File: src/rtl/jsu_pkg.sv
package jsu_pkg;

   typedef enum logic [2:0] {
      MODE_IDLE   = 3'd0,
      MODE_BODY   = 3'd1,
      MODE_ESC    = 3'd2,
      MODE_HEX    = 3'd3,
      MODE_HEXBAD = 3'd4,
      MODE_LOOK   = 3'd5
   } mode_type;

   localparam logic [1:0] KIND_BYTE = 2'd0;
   localparam logic [1:0] KIND_DONE = 2'd1;
   localparam logic [1:0] KIND_ERR  = 2'd2;

   localparam logic [2:0] ERR_UNTERM_STR = 3'd0;
   localparam logic [2:0] ERR_UNTERM_ESC = 3'd1;
   localparam logic [2:0] ERR_TRUNC_U    = 3'd2;
   localparam logic [2:0] ERR_BAD_HEX    = 3'd3;
   localparam logic [2:0] ERR_BAD_ESC    = 3'd4;

   localparam logic [7:0] CH_QUOTE = 8'h22;
   localparam logic [7:0] CH_BSLASH = 8'h5C;
   localparam logic [7:0] CH_U = 8'h75;

   localparam logic [15:0] HIGH_MIN = 16'hD800;
   localparam logic [15:0] HIGH_MAX = 16'hDBFF;
   localparam logic [15:0] LOW_MIN  = 16'hDC00;
   localparam logic [15:0] LOW_MAX  = 16'hDFFF;
   localparam logic [20:0] SUPP_BASE = 21'h10000;

   // Depth of the lookahead store: five buffered bytes plus the failing one
   localparam int LookDepth = 6;

   typedef struct packed {
      logic [1:0] kind;
      logic [7:0] data_byte;
      logic [2:0] error_code;
   } result_type;

   typedef struct packed {
      logic       load;
      logic       proc;
      logic       emit;
      logic       flush;
      logic [1:0] idx;
   } cmd_type;

   typedef struct packed {
      logic       q_empty;
      logic       end_pend;
      logic       produce;
      logic       emit_go;
      logic       hold_valid;
      logic       out_free;
      logic [2:0] utf8_len;
   } status_type;

   // {valid, value}
   function automatic logic [4:0] hex_digit(input logic [7:0] b);
      logic [4:0] r;
      r = 5'd0;
      if (b inside {[8'h30:8'h39]}) r = {1'b1, 4'(b - 8'h30)};
      else if (b inside {[8'h61:8'h66]}) r = {1'b1, 4'(b - 8'h57)};
      else if (b inside {[8'h41:8'h46]}) r = {1'b1, 4'(b - 8'h37)};
      return r;
   endfunction

   // {valid, decoded byte} for the single-character escapes
   function automatic logic [8:0] esc_map(input logic [7:0] b);
      logic [8:0] r;
      case (b)
         8'h22:   r = {1'b1, 8'h22};
         8'h5C:   r = {1'b1, 8'h5C};
         8'h2F:   r = {1'b1, 8'h2F};
         8'h62:   r = {1'b1, 8'h08};
         8'h66:   r = {1'b1, 8'h0C};
         8'h6E:   r = {1'b1, 8'h0A};
         8'h72:   r = {1'b1, 8'h0D};
         8'h74:   r = {1'b1, 8'h09};
         default: r = 9'd0;
      endcase
      return r;
   endfunction

   function automatic logic [2:0] utf8_len(input logic [20:0] cp);
      logic [2:0] n;
      if (cp < 21'h80) n = 3'd1;
      else if (cp < 21'h800) n = 3'd2;
      else if (cp < 21'h10000) n = 3'd3;
      else n = 3'd4;
      return n;
   endfunction

   function automatic logic [7:0] utf8_byte(input logic [20:0] cp, input logic [1:0] k);
      logic [2:0] n;
      logic [7:0] r;
      n = utf8_len(cp);
      r = 8'h80 | {2'b00, cp[5:0]};
      case (n)
         3'd1: r = cp[7:0];
         3'd2: if (k == 2'd0) r = 8'hC0 | {3'b000, cp[10:6]};
         3'd3: begin
            if (k == 2'd0) r = 8'hE0 | {4'b0000, cp[15:12]};
            else if (k == 2'd1) r = 8'h80 | {2'b00, cp[11:6]};
         end
         default: begin
            if (k == 2'd0) r = 8'hF0 | {5'b00000, cp[20:18]};
            else if (k == 2'd1) r = 8'h80 | {2'b00, cp[17:12]};
            else if (k == 2'd2) r = 8'h80 | {2'b00, cp[11:6]};
         end
      endcase
      return r;
   endfunction

endpackage

File: src/rtl/jsu_ctrl.sv
module jsu_ctrl
   import jsu_pkg::*;
(
   input  logic       clock,
   input  logic       reset,
   input  logic       req_tvalid,
   output logic       req_tready,
   input  status_type status,
   output cmd_type    cmd
);

   typedef enum logic [1:0] {
      ST_ACCEPT,
      ST_PROC,
      ST_EMIT,
      ST_FLUSH
   } state_type;

   state_type  state_ff, state_in;
   logic [1:0] idx_ff, idx_in;
   logic       blocked;

   // a new result needs the held one moved to the output register
   assign blocked = status.hold_valid && !status.out_free;
   assign req_tready = (state_ff == ST_ACCEPT);

   always_comb begin
      state_in = state_ff;
      idx_in = idx_ff;
      cmd = '0;
      cmd.idx = idx_ff;
      case (state_ff)
         ST_ACCEPT: begin
            if (req_tvalid) begin
               cmd.load = 1'b1;
               state_in = ST_PROC;
            end
         end
         ST_PROC: begin
            if (status.q_empty && !status.end_pend) begin
               state_in = ST_FLUSH;
            end else if (!(status.produce && blocked)) begin
               cmd.proc = 1'b1;
               if (status.emit_go) begin
                  state_in = ST_EMIT;
                  idx_in = 2'd0;
               end
            end
         end
         ST_EMIT: begin
            if (!blocked) begin
               cmd.emit = 1'b1;
               if ({1'b0, idx_ff} == status.utf8_len - 3'd1) state_in = ST_PROC;
               else idx_in = idx_ff + 2'd1;
            end
         end
         ST_FLUSH: begin
            if (!status.hold_valid) begin
               state_in = ST_ACCEPT;
            end else if (status.out_free) begin
               cmd.flush = 1'b1;
               state_in = ST_ACCEPT;
            end
         end
         default: state_in = ST_ACCEPT;
      endcase
   end

   always_ff @(posedge clock) begin
      if (reset) begin
         state_ff <= ST_ACCEPT;
         idx_ff <= 2'd0;
      end else begin
         state_ff <= state_in;
         idx_ff <= idx_in;
      end
   end

endmodule

File: src/rtl/jsu_datapath.sv
module jsu_datapath
   import jsu_pkg::*;
(
   input  logic        clock,
   input  logic        reset,
   input  logic [7:0]  req_tdata,
   input  logic [0:0]  req_tuser,
   input  cmd_type     cmd,
   output status_type  status,
   output logic        rsp_tvalid,
   input  logic        rsp_tready,
   output logic [15:0] rsp_tdata,
   output logic [1:0]  rsp_tuser,
   output logic        rsp_tlast
);

   mode_type   mode_ff, mode_in;
   logic [15:0] hv_ff, hv_in;
   logic [2:0]  hc_ff, hc_in;
   logic [9:0]  ph_ff, ph_in;
   logic [2:0]  lcnt_ff, lcnt_in;
   logic [7:0]  look_ff [LookDepth];
   logic [7:0]  look_wdata;
   logic [2:0]  look_waddr;
   logic        look_we;
   logic [7:0]  in_byte_ff, in_byte_in;
   logic        end_pend_ff, end_pend_in;
   logic [2:0]  q_head_ff, q_head_in;
   logic [2:0]  q_len_ff, q_len_in;
   logic        q_buf_ff, q_buf_in;
   logic [20:0] cp_ff, cp_in;
   result_type  hold_ff;
   logic        hold_valid_ff;
   result_type  out_ff;
   logic        out_last_ff;
   logic        out_valid_ff;

   logic        q_empty;
   logic [7:0]  b;
   logic [4:0]  hd;
   logic [8:0]  em;
   logic [15:0] hv_new;
   logic [2:0]  hc_new;
   logic        step_prod;
   result_type  step_res;
   logic        step_emit;
   logic        do_fail;
   logic        fail_cur;
   logic        go_idle;
   logic        push_new;
   result_type  new_res;
   logic        out_free;

   assign q_empty = (q_head_ff == q_len_ff);
   assign b = q_buf_ff ? look_ff[q_head_ff] : in_byte_ff;
   assign hd = hex_digit(b);
   assign em = esc_map(b);
   assign hv_new = {hv_ff[11:0], hd[3:0]};
   assign hc_new = hc_ff + 3'd1;

   // one parse step on the byte at the queue head, or the end of text
   always_comb begin
      mode_in = mode_ff;
      hv_in = hv_ff;
      hc_in = hc_ff;
      ph_in = ph_ff;
      lcnt_in = lcnt_ff;
      end_pend_in = end_pend_ff;
      q_head_in = q_head_ff + 3'd1;
      q_len_in = q_len_ff;
      q_buf_in = q_buf_ff;
      cp_in = cp_ff;
      look_we = 1'b0;
      look_waddr = lcnt_ff;
      look_wdata = b;
      step_prod = 1'b0;
      step_res = '{kind: KIND_BYTE, data_byte: b, error_code: ERR_UNTERM_STR};
      step_emit = 1'b0;
      do_fail = 1'b0;
      fail_cur = 1'b1;
      go_idle = 1'b0;
      if (q_empty) begin
         q_head_in = q_head_ff;
         if (mode_ff == MODE_LOOK) begin
            do_fail = 1'b1;
            fail_cur = 1'b0;
         end else begin
            end_pend_in = 1'b0;
            go_idle = 1'b1;
            step_res.kind = KIND_ERR;
            step_res.data_byte = 8'd0;
            case (mode_ff)
               MODE_BODY: step_prod = 1'b1;
               MODE_ESC: begin
                  step_prod = 1'b1;
                  step_res.error_code = ERR_UNTERM_ESC;
               end
               MODE_HEX, MODE_HEXBAD: begin
                  step_prod = 1'b1;
                  step_res.error_code = ERR_TRUNC_U;
               end
               default: step_prod = 1'b0;
            endcase
         end
      end else begin
         case (mode_ff)
            MODE_BODY: begin
               if (b == CH_QUOTE) begin
                  step_prod = 1'b1;
                  step_res.kind = KIND_DONE;
                  step_res.data_byte = 8'd0;
                  go_idle = 1'b1;
               end else if (b == CH_BSLASH) begin
                  mode_in = MODE_ESC;
               end else begin
                  step_prod = 1'b1;
               end
            end
            MODE_ESC: begin
               mode_in = MODE_BODY;
               if (em[8]) begin
                  step_prod = 1'b1;
                  step_res.data_byte = em[7:0];
               end else if (b == CH_U) begin
                  mode_in = MODE_HEX;
                  hv_in = 16'd0;
                  hc_in = 3'd0;
               end else begin
                  step_prod = 1'b1;
                  step_res.kind = KIND_ERR;
                  step_res.data_byte = 8'd0;
                  step_res.error_code = ERR_BAD_ESC;
                  go_idle = 1'b1;
               end
            end
            MODE_HEX, MODE_HEXBAD: begin
               hc_in = hc_new;
               if (mode_ff == MODE_HEX && hd[4]) hv_in = hv_new;
               else mode_in = MODE_HEXBAD;
               if (hc_new[2]) begin
                  if (mode_ff == MODE_HEX && hd[4]) begin
                     hv_in = 16'd0;
                     hc_in = 3'd0;
                     if (hv_new inside {[HIGH_MIN:HIGH_MAX]}) begin
                        ph_in = hv_new[9:0];
                        lcnt_in = 3'd0;
                        mode_in = MODE_LOOK;
                     end else begin
                        cp_in = {5'd0, hv_new};
                        step_emit = 1'b1;
                        mode_in = MODE_BODY;
                     end
                  end else begin
                     step_prod = 1'b1;
                     step_res.kind = KIND_ERR;
                     step_res.data_byte = 8'd0;
                     step_res.error_code = ERR_BAD_HEX;
                     go_idle = 1'b1;
                  end
               end
            end
            MODE_LOOK: begin
               if (lcnt_ff == 3'd0) begin
                  do_fail = (b != CH_BSLASH);
               end else if (lcnt_ff == 3'd1) begin
                  do_fail = (b != CH_U);
               end else begin
                  do_fail = !hd[4];
                  hv_in = hv_new;
               end
               if (!do_fail) begin
                  if (lcnt_ff != 3'd5) begin
                     look_we = 1'b1;
                     lcnt_in = lcnt_ff + 3'd1;
                  end else if (hv_new inside {[LOW_MIN:LOW_MAX]}) begin
                     cp_in = SUPP_BASE + 21'({ph_ff, hv_new[9:0]});
                     step_emit = 1'b1;
                     ph_in = 10'd0;
                     lcnt_in = 3'd0;
                     hv_in = 16'd0;
                     mode_in = MODE_BODY;
                  end else begin
                     do_fail = 1'b1;
                  end
               end
            end
            default: begin
               if (b == CH_QUOTE) begin
                  go_idle = 1'b1;
               end
            end
         endcase
      end
      if (go_idle) begin
         mode_in = (mode_ff == MODE_IDLE || mode_ff > MODE_LOOK) && !q_empty
            ? MODE_BODY : MODE_IDLE;
         hv_in = 16'd0;
         hc_in = 3'd0;
         ph_in = 10'd0;
         lcnt_in = 3'd0;
      end
      // lost lookahead: emit the high surrogate, then replay the buffered bytes
      if (do_fail) begin
         cp_in = {5'd0, 6'b110110, ph_ff};
         step_emit = 1'b1;
         look_we = fail_cur;
         q_len_in = lcnt_ff + {2'b00, fail_cur};
         q_head_in = 3'd0;
         q_buf_in = 1'b1;
         ph_in = 10'd0;
         lcnt_in = 3'd0;
         hv_in = 16'd0;
         hc_in = 3'd0;
         mode_in = MODE_BODY;
      end
   end

   assign out_free = !out_valid_ff || rsp_tready;
   assign push_new = (cmd.proc && step_prod) || cmd.emit;

   always_comb begin
      if (cmd.emit) begin
         new_res = '{kind: KIND_BYTE, data_byte: utf8_byte(cp_ff, cmd.idx),
                     error_code: ERR_UNTERM_STR};
      end else begin
         new_res = step_res;
      end
   end

   always_comb begin
      status.q_empty = q_empty;
      status.end_pend = end_pend_ff;
      status.produce = step_prod;
      status.emit_go = step_emit;
      status.hold_valid = hold_valid_ff;
      status.out_free = out_free;
      status.utf8_len = utf8_len(cp_ff);
   end

   assign in_byte_in = req_tdata;

   always_ff @(posedge clock) begin
      if (reset) begin
         mode_ff <= MODE_IDLE;
         hv_ff <= 16'd0;
         hc_ff <= 3'd0;
         ph_ff <= 10'd0;
         lcnt_ff <= 3'd0;
         end_pend_ff <= 1'b0;
         q_head_ff <= 3'd0;
         q_len_ff <= 3'd0;
         q_buf_ff <= 1'b0;
      end else if (cmd.load) begin
         end_pend_ff <= req_tuser[0];
         q_head_ff <= 3'd0;
         q_len_ff <= req_tuser[0] ? 3'd0 : 3'd1;
         q_buf_ff <= 1'b0;
      end else if (cmd.proc) begin
         mode_ff <= mode_in;
         hv_ff <= hv_in;
         hc_ff <= hc_in;
         ph_ff <= ph_in;
         lcnt_ff <= lcnt_in;
         end_pend_ff <= end_pend_in;
         q_head_ff <= q_head_in;
         q_len_ff <= q_len_in;
         q_buf_ff <= q_buf_in;
      end
   end

   always_ff @(posedge clock) begin
      if (cmd.load) in_byte_ff <= in_byte_in;
      if (cmd.proc) begin
         cp_ff <= cp_in;
         if (look_we) look_ff[look_waddr] <= look_wdata;
      end
   end

   // hold stage keeps the newest result until it is known whether it ends the item
   always_ff @(posedge clock) begin
      if (reset) begin
         hold_valid_ff <= 1'b0;
         out_valid_ff <= 1'b0;
      end else begin
         if (push_new) begin
            hold_valid_ff <= 1'b1;
            if (hold_valid_ff) out_valid_ff <= 1'b1;
            else if (rsp_tready) out_valid_ff <= 1'b0;
         end else if (cmd.flush && hold_valid_ff) begin
            hold_valid_ff <= 1'b0;
            out_valid_ff <= 1'b1;
         end else if (rsp_tready) begin
            out_valid_ff <= 1'b0;
         end
      end
   end

   always_ff @(posedge clock) begin
      if (push_new) begin
         hold_ff <= new_res;
         if (hold_valid_ff) begin
            out_ff <= hold_ff;
            out_last_ff <= 1'b0;
         end
      end else if (cmd.flush && hold_valid_ff) begin
         out_ff <= hold_ff;
         out_last_ff <= 1'b1;
      end
   end

   assign rsp_tvalid = out_valid_ff;
   assign rsp_tdata = {5'b00000, out_ff.error_code, out_ff.data_byte};
   assign rsp_tuser = out_ff.kind;
   assign rsp_tlast = out_last_ff;

endmodule

File: src/rtl/json_string_unescape_utf8.sv
// JSON string unescaper: takes one text byte per item (req_tuser marks end of
// text) and returns the decoded UTF-8 bytes, a string-complete marker or an error,
// with rsp_tlast on the final result of each item. One item at a time: a plain
// byte passes through accept, decode, end-of-item check and hand-off of the held
// result. A \u escape that completes then emits its UTF-8 bytes one by one.
// A high surrogate whose lookahead fails emits its own bytes, then replays each
// buffered byte through the parse sequencer. A stalled result channel holds the
// sequencer until the held result can move on.
module json_string_unescape_utf8
   import jsu_pkg::*;
(
   input  logic        clock,
   input  logic        reset,
   input  logic        req_tvalid,
   output logic        req_tready,
   input  logic [7:0]  req_tdata,   // [7:0] text_byte
   input  logic [0:0]  req_tuser,   // [0] text_end
   output logic        rsp_tvalid,
   input  logic        rsp_tready,
   output logic [15:0] rsp_tdata,   // [7:0] data_byte, [10:8] error_code
   output logic [1:0]  rsp_tuser,   // [1:0] kind
   output logic        rsp_tlast
);

   cmd_type    cmd;
   status_type status;

   jsu_ctrl u_ctrl (
      .clock      (clock),
      .reset      (reset),
      .req_tvalid (req_tvalid),
      .req_tready (req_tready),
      .status     (status),
      .cmd        (cmd)
   );

   jsu_datapath u_datapath (
      .clock      (clock),
      .reset      (reset),
      .req_tdata  (req_tdata),
      .req_tuser  (req_tuser),
      .cmd        (cmd),
      .status     (status),
      .rsp_tvalid (rsp_tvalid),
      .rsp_tready (rsp_tready),
      .rsp_tdata  (rsp_tdata),
      .rsp_tuser  (rsp_tuser),
      .rsp_tlast  (rsp_tlast)
   );

endmodule

File: config.mk
export PLATFORM = sky130hd
export DESIGN_NAME = json_string_unescape_utf8
export DESIGN_NICKNAME = d
export VERILOG_FILES = /design/src/rtl/jsu_pkg.sv /design/src/rtl/jsu_ctrl.sv /design/src/rtl/jsu_datapath.sv /design/src/rtl/json_string_unescape_utf8.sv
export SDC_FILE = /design/constraint.sdc
export NUM_CORES = 1
export LEC_CHECK = 0
export BUFFER_PORTS_ARGS = -buffer_cell sky130_fd_sc_hd__buf_4
export CAP_MARGIN = 20
export CORE_ASPECT_RATIO = 1.2
export CORE_MARGIN = 4
export CORE_UTILIZATION = 39
export CTS_CLUSTER_SIZE = 30
export DETAILED_ROUTE_END_ITERATION = 12
export PLACE_DENSITY = 0.61
export SLEW_MARGIN = 20
export SYNTH_ARGS = -nofsm -noshare
export SYNTH_HDL_FRONTEND = slang
export SYNTH_SLANG_ARGS = --single-unit
File: constraint.sdc
create_clock -name clock -period 7.5 [get_ports clock]
set_input_delay 1.5 -clock clock [delete_from_list [all_inputs] [get_ports clock]]
set_output_delay 1.5 -clock clock [all_outputs]
set_load 0.05 [all_outputs]
==> reports/metrics.csv <==
metric,value,unit
endpoints failing setup,0,
Clock Root Buffer,clkbuf_16,
core area,0.0203,mm²
Ports,34,
Post-CTS Setup Bufs,0,
cell row count,57,
Final Hold Viols,0,
Hold Buf Count CTS,0,
post_cts resized,0,
final wirelength,19.8,mm
Area Growth Syn to Fin,10.8,%
vias per cell,5.65,
Buffers & Inverters on Critical Path,2,
Post-Synth XOR/XNOR Area,0.0130,
CP top delay family,compound AO/OA/AOI/OAI gates,
diodes inserted,0,
first-pass GRT wire length,31.7,mm
Place WS,2.21,ns
setup ws final,2.07,ns
Max Clk Rate,0.184,GHz
H-tree depth,4,
RSZ-0062 raised after global routing,no,
"Top FF cell, synth",edfxtp_1,
area of the multi-input gates,0.00360,mm²
largest fanout on the critical path,24,
Post-Synth Simple-Gate Area,0.180,
Worst path most repeated cell,a21oi_1,
Routed Antenna Nets,0,
largest family of logic cells by synthesized area,simple AND/OR/NAND/NOR gates,
Final min period,5.43,ns
Synth top area share,0.386,
clock skew,0.0137,ns
dpl hpwl,14.3,mm
Inserted Clock Buffers,17,
Die Wd,139,µm
sequential share of power,0.465,
fin crit share,0.724,
worst vdd ir,115,µV
slew margin rel.,0.351,
Yosys cell types,96,
Yosys top cell by area,edfxtp_1,
area of the mapped netlist,0.00808,mm²
internal power,1.46,mW
Seq. cell area,0.00408,mm²
slowest cell on the critical path,a21oi_1,
max_cap viols,0,
"Data required, critical path",7.87,ns
Setup CP Type,reg2reg,
worst hold path type,reg2reg,
GP Congestion,0.950,
die footprint,0.0231,mm²
register bit total from synthesis,152,
switching part of the total power,0.270,
synth cell count leaders,"edfxtp_1, nand2_1, nor2_1, a21oi_1, dfxtp_1",
Power Density,223,mW/mm²
I/O Buffers,28,
"Reg clk slew, reported paths",0.07,ns
outcome,"complete, no violations",
Die Ht,166,µm
final setup TNS,0,ns
clk sinks,152,
critical path's largest stage delay,0.67,ns
Final Max Tran Viols,0,
Post-Synth Adder-Cell Area,0.0232,
Arrival @ worst endpoint,5.80,ns
antenna violations before repair,0,
Setup crit start kind,flip-flop,
Mapped Cells,777,
mux cell area share after synthesis,0.0536,
Synth Area in Compound Gates,0.171,
syn_area_per_cell,10.4,µm²
GRT Util Overall,0.172,
Worst-Margin Slew,0.965,ns
hold path startpoint,u_datapath.hold_ff[6],
share of layout cells above drive strength 1,0.143,
Starting Density,0.398,
CP endpoint kind,flip-flop,
Post-synth EDFFs,104,
"Clk Latency, worst-skew pair",0.43,ns
Detailed Routing Iterations Pass 1,5,
asr flop ratio synth,0,
Max Root-Sink Buffers,2,
Starting DRT DRC Count,731,
via count,6036,
largest net degree at the start of global routing,26,
DRC viols,0,
Avg WL per Cell,18.5,µm
most common cell in the netlist,edfxtp_1,
CTS tree,yes,
Comb power frac,0.114,
NetSw,541,µW
Final nets,818,
Fillers,1919,
Clk network pwr share,0.421,
number of global-route vias before repair,5610,
Leak,3.11,nW
top post-synthesis cells by area,"edfxtp_1, dfxtp_1, nand2_1",
register area share after synthesis,0.505,
total congestion overflow,0,
CP Cell Sequence,"buf_4, mux2_2, mux2i_1, a21oi_1, inv_1, ha_1, o311ai_0, nor4_1, and3_1, o21ai_0, o31a_4, a211oi_4, o21ai_1, a21oi_1, a22o_1",
yosys warns,0,
[sequential cells by signal (all words and copies together), names as in the netlist, 2 cells and up, named ones only]
name / count
u_datapath.hv_ff: 12
u_datapath.in_byte_ff: 8
u_ctrl.state_ff: 2
u_datapath.ph_ff: 10
u_ctrl.idx_ff: 2
u_datapath.hc_ff: 3
u_datapath.hold_ff: 13
u_datapath.mode_ff: 3
u_datapath.q_len_ff: 3
u_datapath.lcnt_ff: 3
u_datapath.look_ff: 48
u_datapath.rsp_tuser: 2
u_datapath.q_head_ff: 3
u_datapath.rsp_tdata: 11
u_datapath.cp_ff: 21
[power groups by stage]
stage / Combinational, mW / Sequential [mW] / Clock [mW]
global placement: 0.224 / 0.948 / 0
global route: 0.249 / 0.933 / 0.901
CTS: 0.226 / 0.931 / 0.859
detailed placement: 0.224 / 0.949 / 0
finish: 0.228 / 0.931 / 0.842
floorplan: 0.175 / 0.948 / 0
[logic make-up (layout without fill, tap and decap cells)]
| group | after synthesis | after routing |
|---|---|---|
| AND/OR/NAND/NOR | 290 | 290 |
| AO/OA/AOI/OAI | 196 | 196 |
| flip-flops | 152 | 152 |
| buffers and inverters | 72 | 94 |
| multiplexers | 39 | 39 |
| adder cells (fa/ha/maj) | 15 | 15 |
| XOR/XNOR | 12 | 12 |
| other | 1 | 5 |
[layout by cell type (no fill, tap or decap), types with 8 or more instances in the layout]
cell and instances:
a22o_1 21, a211oi_1 8, ha_1 15, inv_1 27, nand2_1 99, buf_4 33
o21ai_0 37, xnor2_1 9, edfxtp_1 104, nand2b_1 10, a21oi_1 59, and2_1 9
nor2b_1 8, nor3_1 13, clkbuf_16 17, mux2i_1 29, nor2_1 69, nand3_1 23
dfxtp_1 48
[path summary, 6_finish.rpt]
path	end	slack, ns	cells past startpoint
min reg2reg	u_datapath.rsp_tdata[3]	0.42	0
min	u_datapath.rsp_tdata[3]	0.42	0
max reg2reg	u_datapath.hv_ff[6]	2.07	15
max	u_datapath.hv_ff[6]	2.07	15
[cell type report]
type	count	area share
repair buffers	33	0.0277
well taps	265	0.0370
clock buffers	18	0.0479
multi-input cells	557	0.402
inverters	29	0.0124
clock inverters	14	0.0173
flip-flops and latches	152	0.456
[stage by stage]
step                      std cells  instance area, µm²   util  total power, mW  hold WS [ns]
after floorplan                 781                8100      -             1.12         0.400
after global placement         1036                8360  0.411             1.17         0.401
after detailed placement       1036                8360  0.411             1.17         0.407
after CTS                      1068                8940  0.440             2.02         0.421
after global routing           1068                8950  0.441             2.08         0.426
final                          1068                8950  0.441             2.00         0.420
[routing by layer]
metal	vias up	share of wire	global-route usage
li1	2892	-	-
met1	2881	0.47	0.248
met2	227	0.45	0.255
met3	36	0.051	0.0349
met4	0	0.028	0.0664
met5	-	0	0
No activity file was read; power rests on OpenSTA's default activity.
